### src/rtl/xxh_pkg.sv
// Shared types, constants and helpers for the XXH64 stream hash block.
package xxh_pkg;

    localparam logic [63:0] P1 = 64'h9E3779B185EBCA87;
    localparam logic [63:0] P2 = 64'hC2B2AE3D27D4EB4F;
    localparam logic [63:0] P3 = 64'h165667B19E3779F9;
    localparam logic [63:0] P4 = 64'h85EBCA77C2B2AE63;
    localparam logic [63:0] P5 = 64'h27D4EB2F165667C5;
    localparam logic [63:0] SEED_RESET = 64'h4153504952415041;
    localparam logic [3:0]  FULL_BYTES = 4'd8;

    typedef enum logic [3:0] {
        OP_NOP,
        OP_CAPTURE,
        OP_PEND_WR,
        OP_STRIPE_DONE,
        OP_TOTAL_ADD,
        OP_MUL_LOAD,
        OP_MUL_P0,
        OP_MUL_P1,
        OP_MUL_P2,
        OP_H_LOAD,
        OP_H_ADD,
        OP_H_XOR,
        OP_LANE_WR,
        OP_FINISH
    } op_t;

    typedef enum logic [4:0] {
        SRC_LANE,
        SRC_LANE_ROT,
        SRC_PEND,
        SRC_WORD,
        SRC_WORD32,
        SRC_BYTE,
        SRC_H,
        SRC_H_ROT27,
        SRC_H_ROT23,
        SRC_H_ROT11,
        SRC_H_X33,
        SRC_SEED_P5,
        SRC_TOTAL,
        SRC_PROD,
        SRC_PROD_P4,
        SRC_PROD_P3,
        SRC_PROD_X29,
        SRC_PROD_X32,
        SRC_MIXL,
        SRC_MIX0
    } src_t;

    typedef enum logic [1:0] {
        K_P1,
        K_P2,
        K_P3,
        K_P5
    } konst_t;

    typedef struct packed {
        op_t        op;
        src_t       src;
        konst_t     k;
        logic [2:0] sel;
    } cmd_t;

    typedef struct packed {
        logic       last;
        logic       seen;
        logic [1:0] pcount;
        logic [3:0] count;
    } status_t;

    function automatic logic [63:0] rotl64(input logic [63:0] x, input logic [5:0] r);
        logic [127:0] dbl;
        begin
            dbl = {x, x} << r;
            rotl64 = dbl[127:64];
        end
    endfunction

endpackage

### src/rtl/xxh_ctrl.sv
// Controller: sequences stripe rounds, tail folding and avalanche on the datapath.
module xxh_ctrl (
    input  logic             clk,
    input  logic             rst_n,
    input  logic             in_valid,
    output logic             in_ready,
    output logic             out_valid,
    input  logic             out_ready,
    input  xxh_pkg::status_t status,
    output xxh_pkg::cmd_t    cmd
);

    typedef enum logic [5:0] {
        S_IDLE, S_DISPATCH, S_MP0, S_MP1, S_MP2,
        S_LN_A, S_LN_B, S_LN_C, S_STRIPE_DONE,
        S_FIN_START, S_CONV,
        S_MRG_A, S_MRG_B, S_MRG_C, S_MRG_D, S_MRG_E,
        S_TOT, S_PEND_CHK,
        S_FW_A, S_FW_B, S_FW_C, S_FW_D, S_FW_E,
        S_W4_A, S_W4_B, S_W4_C, S_W4_D,
        S_BY_CHK, S_BY_B, S_BY_C, S_BY_D,
        S_AV_A, S_AV_B, S_AV_C, S_AV_D, S_AV_E, S_OUT
    } state_t;

    state_t      state_reg, state_next;
    state_t      ret_reg, ret_next;
    logic [1:0]  idx_reg, idx_next;
    logic [3:0]  pos_reg, pos_next;
    logic        fw_word_reg, fw_word_next;
    logic        out_valid_reg, out_valid_next;

    assign in_ready  = (state_reg == S_IDLE);
    assign out_valid = out_valid_reg;

    always_comb
    begin
        state_next     = state_reg;
        ret_next       = ret_reg;
        idx_next       = idx_reg;
        pos_next       = pos_reg;
        fw_word_next   = fw_word_reg;
        out_valid_next = out_valid_reg && !out_ready;
        cmd.op  = xxh_pkg::OP_NOP;
        cmd.src = xxh_pkg::SRC_H;
        cmd.k   = xxh_pkg::K_P1;
        cmd.sel = {1'b0, idx_reg};

        unique case (state_reg)
            S_IDLE:
            begin
                if (in_valid)
                begin
                    cmd.op     = xxh_pkg::OP_CAPTURE;
                    state_next = S_DISPATCH;
                end
            end
            S_DISPATCH:
            begin
                idx_next = 2'd0;
                if (status.pcount == 2'd3 &&
                    (!status.last || status.count == xxh_pkg::FULL_BYTES))
                    state_next = S_LN_A;
                else if (!status.last)
                begin
                    cmd.op     = xxh_pkg::OP_PEND_WR;
                    state_next = S_IDLE;
                end
                else
                begin
                    cmd.op     = xxh_pkg::OP_TOTAL_ADD;
                    state_next = S_FIN_START;
                end
            end
            S_MP0:
            begin
                cmd.op     = xxh_pkg::OP_MUL_P0;
                state_next = S_MP1;
            end
            S_MP1:
            begin
                cmd.op     = xxh_pkg::OP_MUL_P1;
                state_next = S_MP2;
            end
            S_MP2:
            begin
                cmd.op     = xxh_pkg::OP_MUL_P2;
                state_next = ret_reg;
            end
            // stripe: lane = rotl(lane + w*P2, 31) * P1
            S_LN_A:
            begin
                cmd.op     = xxh_pkg::OP_MUL_LOAD;
                cmd.src    = (idx_reg == 2'd3) ? xxh_pkg::SRC_WORD : xxh_pkg::SRC_PEND;
                cmd.k      = xxh_pkg::K_P2;
                ret_next   = S_LN_B;
                state_next = S_MP0;
            end
            S_LN_B:
            begin
                cmd.op     = xxh_pkg::OP_MUL_LOAD;
                cmd.src    = xxh_pkg::SRC_MIXL;
                cmd.k      = xxh_pkg::K_P1;
                ret_next   = S_LN_C;
                state_next = S_MP0;
            end
            S_LN_C:
            begin
                cmd.op   = xxh_pkg::OP_LANE_WR;
                idx_next = idx_reg + 2'd1;
                state_next = (idx_reg == 2'd3) ? S_STRIPE_DONE : S_LN_A;
            end
            S_STRIPE_DONE:
            begin
                cmd.op     = xxh_pkg::OP_STRIPE_DONE;
                state_next = status.last ? S_FIN_START : S_IDLE;
            end
            S_FIN_START:
            begin
                cmd.op = xxh_pkg::OP_H_LOAD;
                cmd.sel = 3'd0;
                if (status.seen)
                begin
                    cmd.src    = xxh_pkg::SRC_LANE_ROT;
                    idx_next   = 2'd1;
                    state_next = S_CONV;
                end
                else
                begin
                    cmd.src    = xxh_pkg::SRC_SEED_P5;
                    state_next = S_TOT;
                end
            end
            S_CONV:
            begin
                cmd.op   = xxh_pkg::OP_H_ADD;
                cmd.src  = xxh_pkg::SRC_LANE_ROT;
                idx_next = idx_reg + 2'd1;
                if (idx_reg == 2'd3)
                    state_next = S_MRG_A;
            end
            S_MRG_A:
            begin
                cmd.op     = xxh_pkg::OP_MUL_LOAD;
                cmd.src    = xxh_pkg::SRC_LANE;
                cmd.k      = xxh_pkg::K_P2;
                ret_next   = S_MRG_B;
                state_next = S_MP0;
            end
            S_MRG_B:
            begin
                cmd.op     = xxh_pkg::OP_MUL_LOAD;
                cmd.src    = xxh_pkg::SRC_MIX0;
                cmd.k      = xxh_pkg::K_P1;
                ret_next   = S_MRG_C;
                state_next = S_MP0;
            end
            S_MRG_C:
            begin
                cmd.op     = xxh_pkg::OP_H_XOR;
                cmd.src    = xxh_pkg::SRC_PROD;
                state_next = S_MRG_D;
            end
            S_MRG_D:
            begin
                cmd.op     = xxh_pkg::OP_MUL_LOAD;
                cmd.src    = xxh_pkg::SRC_H;
                cmd.k      = xxh_pkg::K_P1;
                ret_next   = S_MRG_E;
                state_next = S_MP0;
            end
            S_MRG_E:
            begin
                cmd.op     = xxh_pkg::OP_H_LOAD;
                cmd.src    = xxh_pkg::SRC_PROD_P4;
                idx_next   = idx_reg + 2'd1;
                state_next = (idx_reg == 2'd3) ? S_TOT : S_MRG_A;
            end
            S_TOT:
            begin
                cmd.op     = xxh_pkg::OP_H_ADD;
                cmd.src    = xxh_pkg::SRC_TOTAL;
                idx_next   = 2'd0;
                state_next = S_PEND_CHK;
            end
            S_PEND_CHK:
            begin
                fw_word_next = 1'b0;
                pos_next     = 4'd0;
                priority if (idx_reg < status.pcount)
                    state_next = S_FW_A;
                else if (status.count == xxh_pkg::FULL_BYTES)
                begin
                    fw_word_next = 1'b1;
                    state_next   = S_FW_A;
                end
                else if (status.count >= 4'd4)
                    state_next = S_W4_A;
                else
                    state_next = S_BY_CHK;
            end
            // fold: h ^= mix(0, w); h = rotl(h, 27) * P1 + P4
            S_FW_A:
            begin
                cmd.op     = xxh_pkg::OP_MUL_LOAD;
                cmd.src    = fw_word_reg ? xxh_pkg::SRC_WORD : xxh_pkg::SRC_PEND;
                cmd.k      = xxh_pkg::K_P2;
                ret_next   = S_FW_B;
                state_next = S_MP0;
            end
            S_FW_B:
            begin
                cmd.op     = xxh_pkg::OP_MUL_LOAD;
                cmd.src    = xxh_pkg::SRC_MIX0;
                cmd.k      = xxh_pkg::K_P1;
                ret_next   = S_FW_C;
                state_next = S_MP0;
            end
            S_FW_C:
            begin
                cmd.op     = xxh_pkg::OP_H_XOR;
                cmd.src    = xxh_pkg::SRC_PROD;
                state_next = S_FW_D;
            end
            S_FW_D:
            begin
                cmd.op     = xxh_pkg::OP_MUL_LOAD;
                cmd.src    = xxh_pkg::SRC_H_ROT27;
                cmd.k      = xxh_pkg::K_P1;
                ret_next   = S_FW_E;
                state_next = S_MP0;
            end
            S_FW_E:
            begin
                cmd.op  = xxh_pkg::OP_H_LOAD;
                cmd.src = xxh_pkg::SRC_PROD_P4;
                if (fw_word_reg)
                    state_next = S_AV_A;
                else
                begin
                    idx_next   = idx_reg + 2'd1;
                    state_next = S_PEND_CHK;
                end
            end
            S_W4_A:
            begin
                cmd.op     = xxh_pkg::OP_MUL_LOAD;
                cmd.src    = xxh_pkg::SRC_WORD32;
                cmd.k      = xxh_pkg::K_P1;
                ret_next   = S_W4_B;
                state_next = S_MP0;
            end
            S_W4_B:
            begin
                cmd.op     = xxh_pkg::OP_H_XOR;
                cmd.src    = xxh_pkg::SRC_PROD;
                state_next = S_W4_C;
            end
            S_W4_C:
            begin
                cmd.op     = xxh_pkg::OP_MUL_LOAD;
                cmd.src    = xxh_pkg::SRC_H_ROT23;
                cmd.k      = xxh_pkg::K_P2;
                ret_next   = S_W4_D;
                state_next = S_MP0;
            end
            S_W4_D:
            begin
                cmd.op     = xxh_pkg::OP_H_LOAD;
                cmd.src    = xxh_pkg::SRC_PROD_P3;
                pos_next   = 4'd4;
                state_next = S_BY_CHK;
            end
            S_BY_CHK:
            begin
                if (pos_reg < status.count)
                begin
                    cmd.op     = xxh_pkg::OP_MUL_LOAD;
                    cmd.src    = xxh_pkg::SRC_BYTE;
                    cmd.k      = xxh_pkg::K_P5;
                    cmd.sel    = pos_reg[2:0];
                    ret_next   = S_BY_B;
                    state_next = S_MP0;
                end
                else
                    state_next = S_AV_A;
            end
            S_BY_B:
            begin
                cmd.op     = xxh_pkg::OP_H_XOR;
                cmd.src    = xxh_pkg::SRC_PROD;
                state_next = S_BY_C;
            end
            S_BY_C:
            begin
                cmd.op     = xxh_pkg::OP_MUL_LOAD;
                cmd.src    = xxh_pkg::SRC_H_ROT11;
                cmd.k      = xxh_pkg::K_P1;
                ret_next   = S_BY_D;
                state_next = S_MP0;
            end
            S_BY_D:
            begin
                cmd.op     = xxh_pkg::OP_H_LOAD;
                cmd.src    = xxh_pkg::SRC_PROD;
                pos_next   = pos_reg + 4'd1;
                state_next = S_BY_CHK;
            end
            S_AV_A:
            begin
                cmd.op     = xxh_pkg::OP_H_LOAD;
                cmd.src    = xxh_pkg::SRC_H_X33;
                state_next = S_AV_B;
            end
            S_AV_B:
            begin
                cmd.op     = xxh_pkg::OP_MUL_LOAD;
                cmd.src    = xxh_pkg::SRC_H;
                cmd.k      = xxh_pkg::K_P2;
                ret_next   = S_AV_C;
                state_next = S_MP0;
            end
            S_AV_C:
            begin
                cmd.op     = xxh_pkg::OP_H_LOAD;
                cmd.src    = xxh_pkg::SRC_PROD_X29;
                state_next = S_AV_D;
            end
            S_AV_D:
            begin
                cmd.op     = xxh_pkg::OP_MUL_LOAD;
                cmd.src    = xxh_pkg::SRC_H;
                cmd.k      = xxh_pkg::K_P3;
                ret_next   = S_AV_E;
                state_next = S_MP0;
            end
            S_AV_E:
            begin
                cmd.op     = xxh_pkg::OP_H_LOAD;
                cmd.src    = xxh_pkg::SRC_PROD_X32;
                state_next = S_OUT;
            end
            S_OUT:
            begin
                // wait for the output register to drain
                if (!out_valid_reg || out_ready)
                begin
                    cmd.op         = xxh_pkg::OP_FINISH;
                    out_valid_next = 1'b1;
                    state_next     = S_IDLE;
                end
            end
            default: state_next = S_IDLE;
        endcase
    end

    always_ff @(posedge clk or negedge rst_n)
    begin
        if (!rst_n)
        begin
            state_reg     <= S_IDLE;
            ret_reg       <= S_IDLE;
            idx_reg       <= 2'd0;
            pos_reg       <= 4'd0;
            fw_word_reg   <= 1'b0;
            out_valid_reg <= 1'b0;
        end
        else
        begin
            state_reg     <= state_next;
            ret_reg       <= ret_next;
            idx_reg       <= idx_next;
            pos_reg       <= pos_next;
            fw_word_reg   <= fw_word_next;
            out_valid_reg <= out_valid_next;
        end
    end

`ifndef SYNTHESIS
    a_accept_dispatch: assert property (@(posedge clk) disable iff (!rst_n)
        in_valid && in_ready |=> state_reg == S_DISPATCH)
        else $error("accepted request not dispatched");

    a_mul_after_load: assert property (@(posedge clk) disable iff (!rst_n)
        state_reg == S_MP0 |-> $past(cmd.op) == xxh_pkg::OP_MUL_LOAD)
        else $error("multiply started without operand load");

    a_finish_free: assert property (@(posedge clk) disable iff (!rst_n)
        cmd.op == xxh_pkg::OP_FINISH |-> !out_valid_reg || out_ready)
        else $error("digest overwritten while pending");

    a_out_hold: assert property (@(posedge clk) disable iff (!rst_n)
        out_valid_reg && !out_ready |=> out_valid_reg)
        else $error("digest dropped before taken");
`endif

endmodule

### config.mk
export PLATFORM = sky130hd
export DESIGN_NAME = xxh_ctrl
export DESIGN_NICKNAME = d
export VERILOG_FILES = /design/src/rtl/xxh_pkg.sv /design/src/rtl/xxh_ctrl.sv
export SDC_FILE = /design/constraint.sdc
export NUM_CORES = 1
export LEC_CHECK = 0
export BUFFER_PORTS_ARGS = -buffer_cell sky130_fd_sc_hd__buf_2
export CAP_MARGIN = 20
export CORE_MARGIN = 3
export CORE_UTILIZATION = 45
export CTS_CLUSTER_SIZE = 14
export DETAILED_ROUTE_END_ITERATION = 8
export PLACE_DENSITY = 0.67
export SETUP_SLACK_MARGIN = 0.15
export SYNTH_ARGS = -nofsm -noshare
export SYNTH_HDL_FRONTEND = slang
export SYNTH_SLANG_ARGS = --single-unit
### constraint.sdc
create_clock -name clk -period 2 [get_ports clk]
set_input_delay 0.1 -clock clk [delete_from_list [all_inputs] [get_ports clk]]
set_output_delay 0.1 -clock clk [all_outputs]
set_load 0.005 [all_outputs]
-- Word-level counts from Yosys, hierarchy flattened
Cells that the tools add are included.
W data, S select, Z words.
- output and inout port bits: 16
- flip-flop bits (word level): 20
- input bits: 12
- word-level logic and storage cells: 117
- order comparisons: 3
- mux-type cells: 36
- reductions and logical operators: 25
- add/sub/neg operators: 2
- equal/unequal tests: 45
- operators by type and width (cell ; number):
    $pmux W6 S24 ; 1
    $eq A6 B5 Y1 const B ; 16
    $pmux W5 S19 ; 1
    $pmux W6 S14 ; 1
    $pmux W4 S13 ; 1
    $eq A6 B4 Y1 const B ; 8
    $mux W6 ; 7
    $eq A6 B6 Y1 const B ; 5
    $eq A6 B3 Y1 const B ; 4
    $mux W4 ; 6
    $mux W5 ; 3
    $reduce_bool A14 Y1 ; 1
    $mux W13 ; 1
    $reduce_or A13 Y1 ; 1
    $eq A6 B2 Y1 const B ; 2
    $ne A2 B2 Y1 const B ; 6
    $pmux W4 S3 ; 1
    $reduce_or A2 Y1 ; 5
    $reduce_or A5 Y1 ; 2
    $pmux W2 S4 ; 1
    $reduce_or A8 Y1 ; 1
    $mux W1 ; 7
    $eq A6 B1 Y1 const B ; 1
    $logic_not A6 Y1 ; 1
    other kinds (20) ; 28

-- Depth between registers and ports, before layout
- depth after elaboration: 5
- gate-level depth with buffers: 8
- depth with buffers taken out: 7

-- Worst setup path before layout
Ideal clock, no wire load.
- path type: reg-to-reg
- from: register state_reg[4]
- to: register ret_reg[1]
- data required time: 1.875 ns
- path buffers: 1
- stages on the path, launching flop included: 7
- slack: 0.001 ns
- arrival time: 1.874 ns
- clock period less this slack: 1.999 ns
- library setup time: 0.125 ns
- cell sequence: dfrtp_1 > buf_6 > or3b_4 > a32o_1 > a31o_1 > o21ai_2 > mux2_4
- cells in the longest elaborated chain, start to end: 3
- elaborated cells on any way between the ends: 18
- classes of those cells: 15 x eq/ne; 1 x mux; 2 x reduce/logical
- RTL lines (item ; RTL line ; RTL):
    start, declared ; xxh_ctrl.sv:25 ; state_t state_reg, state_next;
    start signal, assigned ; xxh_ctrl.sv:369 ; state_reg <= state_next;
    $eq A6 B6 Y1, or another cell as far along ; xxh_ctrl.sv:48 ; unique case (state_reg)
    $reduce_bool A14 Y1 (no source line) / $ne A2 B2 Y1 (equally long branches) ; - ;
    $reduce_and A2 Y1 (no source line) ; - ;
    end signal, assigned ; xxh_ctrl.sv:370 ; ret_reg <= ret_next;
    end, declared ; xxh_ctrl.sv:26 ; state_t ret_reg, ret_next;
Parallel ways exist; a longest one is shown, timed or not.
A chain may end at the register's enable or synchronous reset.

==> results.yml <==
drt:
  wl_mm: 11.96
  vias: 3566
  avgViaCountPerCell: 6.792
  drtIter0Drc: 421
  drc: 0
  dr.pass1.iters: 7
  drtAntennaViolNets: 0
  wl_per_cell_um: 22.78
place:
  globalplace.congestion: 0.9900
  dpl.cell_count: 480
  dp_hpwl_mm: 7.198
  preCtsSetupSlack_ns: -0.01959
  dpl_cell_area_mm2: 0.003113
  io_buffers: 27
layout:
  syn_to_final_growth_pct: 66.87
  finalInstanceArea_mm2: 0.004065
  num_antenna_cells: 0
  final_cells: 525
  nets: 474
  drive_above_1_share_pct: 50.77
clock_tree:
  insertion_delay_ns: 0.27
  cts_root_buf: "clkbuf_8"
  clock_sinks: 20
  htreeDepth: 1
  cts_made_buffers: 3
  tritoncts: "built"
  clkTransAtPathRegs_ns: 0.08
  clock_path_buffers: 2
yosys:
  synthFlopType: "dfrtp_1"
  synth_seq_cells: 20
  synth.distinct_cells: 70
  syn_area_mm2: 0.002436
  avgSynthCellArea_um2: 7.165
  yosysWarnings: 0
  yosysSeqAreaShare_pct: 20.54
  syn_nets: 358
  synth_edf_count: 0
  async_reset_ff_share_pct: 100.0
  syn_inst: 340
sta:
  fin_crit_sh_pct: 110.9
  setup_viol_count_final: 21
  slew_violations: 0
  finalWorstSetupSlack_ns: -0.2173
  max_freq_mhz: 451.0
  hold_viol: 0
  fin_skew_ns: 0.002791
  worst_pin_slew_ns: 0.5466
  slew_headroom_pct: 63.22
  period_minus_slack_ns: 2.217
  hold_ws_ns: 0.1484
  grt_setup_unrepaired: "true"
critical_path:
  start_kind: "flip-flop"
  crit_start: "state_reg[3]"
  worstPathMaxFanout: 12
  reg2reg_depth: 10
  setup.worst_path.end_class: "primary output"
  r2r_start: "state_reg[4]"
  rrSetupSlack_ns: -0.13
  critPathRequiredTime_ns: 1.90
  path_class: "reg -> out"
  worst-endpoint-arrival_ns: 2.12
  worstReg2RegEnd: "state_reg[3]"
floorplan:
  boundaryPins: 28
  die_y_um: 79.58
  die_w_um: 79.58
  start_util_pct: 47.10
  die_area_mm2: 0.006332
  row_count: 26
  coreArea_mm2: 0.005172
global_route:
  grt_max_degree: 21
  grtUsageTotal_pct: 32.98
  gr-total-overflow: 0
  grt_pass1_wl_mm: 16.38
  antenna_found_initial: 0
  grt_pass1_vias: 3224
power:
  finalPower_mw: 6.134
  power.density_mw_per_mm2: 1509
  p_leak_nw: 1.743
  irDropWorstVdd_uv: 836.9
job:
  cap_violations: 0
status:
  status: "complete, but fails checks"
  violations: "negative setup slack"
hold_path:
  hold_start: "status[5]"
  hp-class: "in -> reg"
  min_to: "state_reg[2]"
  min_path_cells: 3
## logic make-up (layout without fill, tap and decap cells)
logic type	count (synthesis)	count (layout)	share of synthesized area, %
XOR/XNOR	5	5	1.798
AND/OR/NAND/NOR	156	156	33.74
AO/OA/AOI/OAI	104	104	30.61
buffers and inverters	44	159	7.962
multiplexers	5	5	2.260
adder cells (fa/ha/maj)	6	6	3.082
flip-flops	20	20	20.54
## placed cells by master, fill, tap and decap left out, types with 8 or more instances in the layout
cell type and instances:
nand2b_1 10, buf_6 25, nor3_1 12, buf_2 27
o21ai_0 12, nor2_1 19, nand2_1 26, buf_4 79
inv_1 15, nand3_1 12, o21ai_1 8, dfrtp_1 16
a21oi_1 12
## metal layers
layer | track usage [%] | wire, µm | share of wire, % | up-vias
li1 | - | - | - | 1502
met1 | 42.98 | 4473 | 37 | 1663
met2 | 53.59 | 5470 | 46 | 313
met3 | 5.643 | 1263 | 11 | 88
met4 | 13.57 | 752 | 6.3 | 0
met5 | 0 | 0 | 0 | -
## synth_stat cells, drive strengths merged, types with 3 or more instances
| cell | instances | share of area, % |
|---|---|---|
| a21oi | 14 | 2.9 |
| dfrtp | 20 | 21 |
| ha | 6 | 3.1 |
| or2 | 3 | 0.77 |
| o211ai | 3 | 0.92 |
| a22oi | 3 | 0.92 |
| nand3 | 15 | 3.1 |
| a211oi | 3 | 0.92 |
| inv | 16 | 2.5 |
| nand2 | 32 | 4.9 |
| buf | 18 | 4.0 |
| a32oi | 3 | 1.1 |
| o21ai | 24 | 5.1 |
| mux2i | 4 | 1.6 |
| clkbuf | 10 | 1.5 |
| nor2b | 11 | 2.8 |
| nor4 | 5 | 1.3 |
| o31ai | 3 | 1.5 |
| a211o | 3 | 1.1 |
| a22o | 3 | 1.1 |
| xnor2 | 4 | 1.4 |
| nor3 | 23 | 4.7 |
| nand2b | 15 | 4.2 |
| nor2 | 31 | 4.9 |
| nand4 | 3 | 0.77 |
| a31oi | 5 | 1.3 |
| a21o | 4 | 1.2 |
| o22ai | 7 | 1.8 |
| a2111oi | 4 | 1.7 |
## stage by stage
step	setup TNS [ns]	util, %
final	-2.317	78.59
after global routing	-3.090	78.59
after CTS	-0.8663	71.48
after detailed placement	-0.01959	60.18
after global placement	-0.01928	60.18
after floorplan	0	-
## worst max path at each step
stage / endpoint / slack (ns)
floorplan: ret_reg[1] / 0.04
global placement: cmd[6] / -0.02
detailed placement: cmd[5] / -0.02
CTS: cmd[6] / -0.17
global route: cmd[5] / -0.27
finish: cmd[5] / -0.22
## where the power goes
group,switching (mW),leakage (nW),internal (mW)
clock,0.164,0.0288,0.176
combinational,2.57,1.46,2.47
sequential,0.213,0.259,0.542
total,2.94,1.74,3.19
## what timing repair did
| item | in CTS | in global routing |
|---|---|---|
| gates resized for setup | 83 | 63 |
| setup buffers | 21 | 18 |
| setup endpoints to repair | 29 | 32 |
| pin swaps | 24 | 26 |
| gates cloned | 1 | 0 |
| endpoints found under the hold margin | 20 | 0 |
| hold buffers | 1 | 0 |
## layout make-up
type / instances / area, µm²
Inverter: 16 / 63.81
Timing Repair Buffer: 139 / 1157
Fill cell: 311 / 1107
Multi-Input combinational cell: 276 / 2196
Sequential cell: 20 / 505.5
Tap cell: 70 / 87.58
Clock buffer: 4 / 55.05
## critical path, stage by stage (launching register included)
cell and delay, ns:
dfrtp_2 0.47, buf_4 0.23, nor2_1 0.10, buf_4 0.17, nand2_1 0.13, a2bb2oi_1 0.20
nand2_1 0.07, a311o_1 0.33, buf_2 0.13
Note: power is estimated with default switching activity, not from simulation.
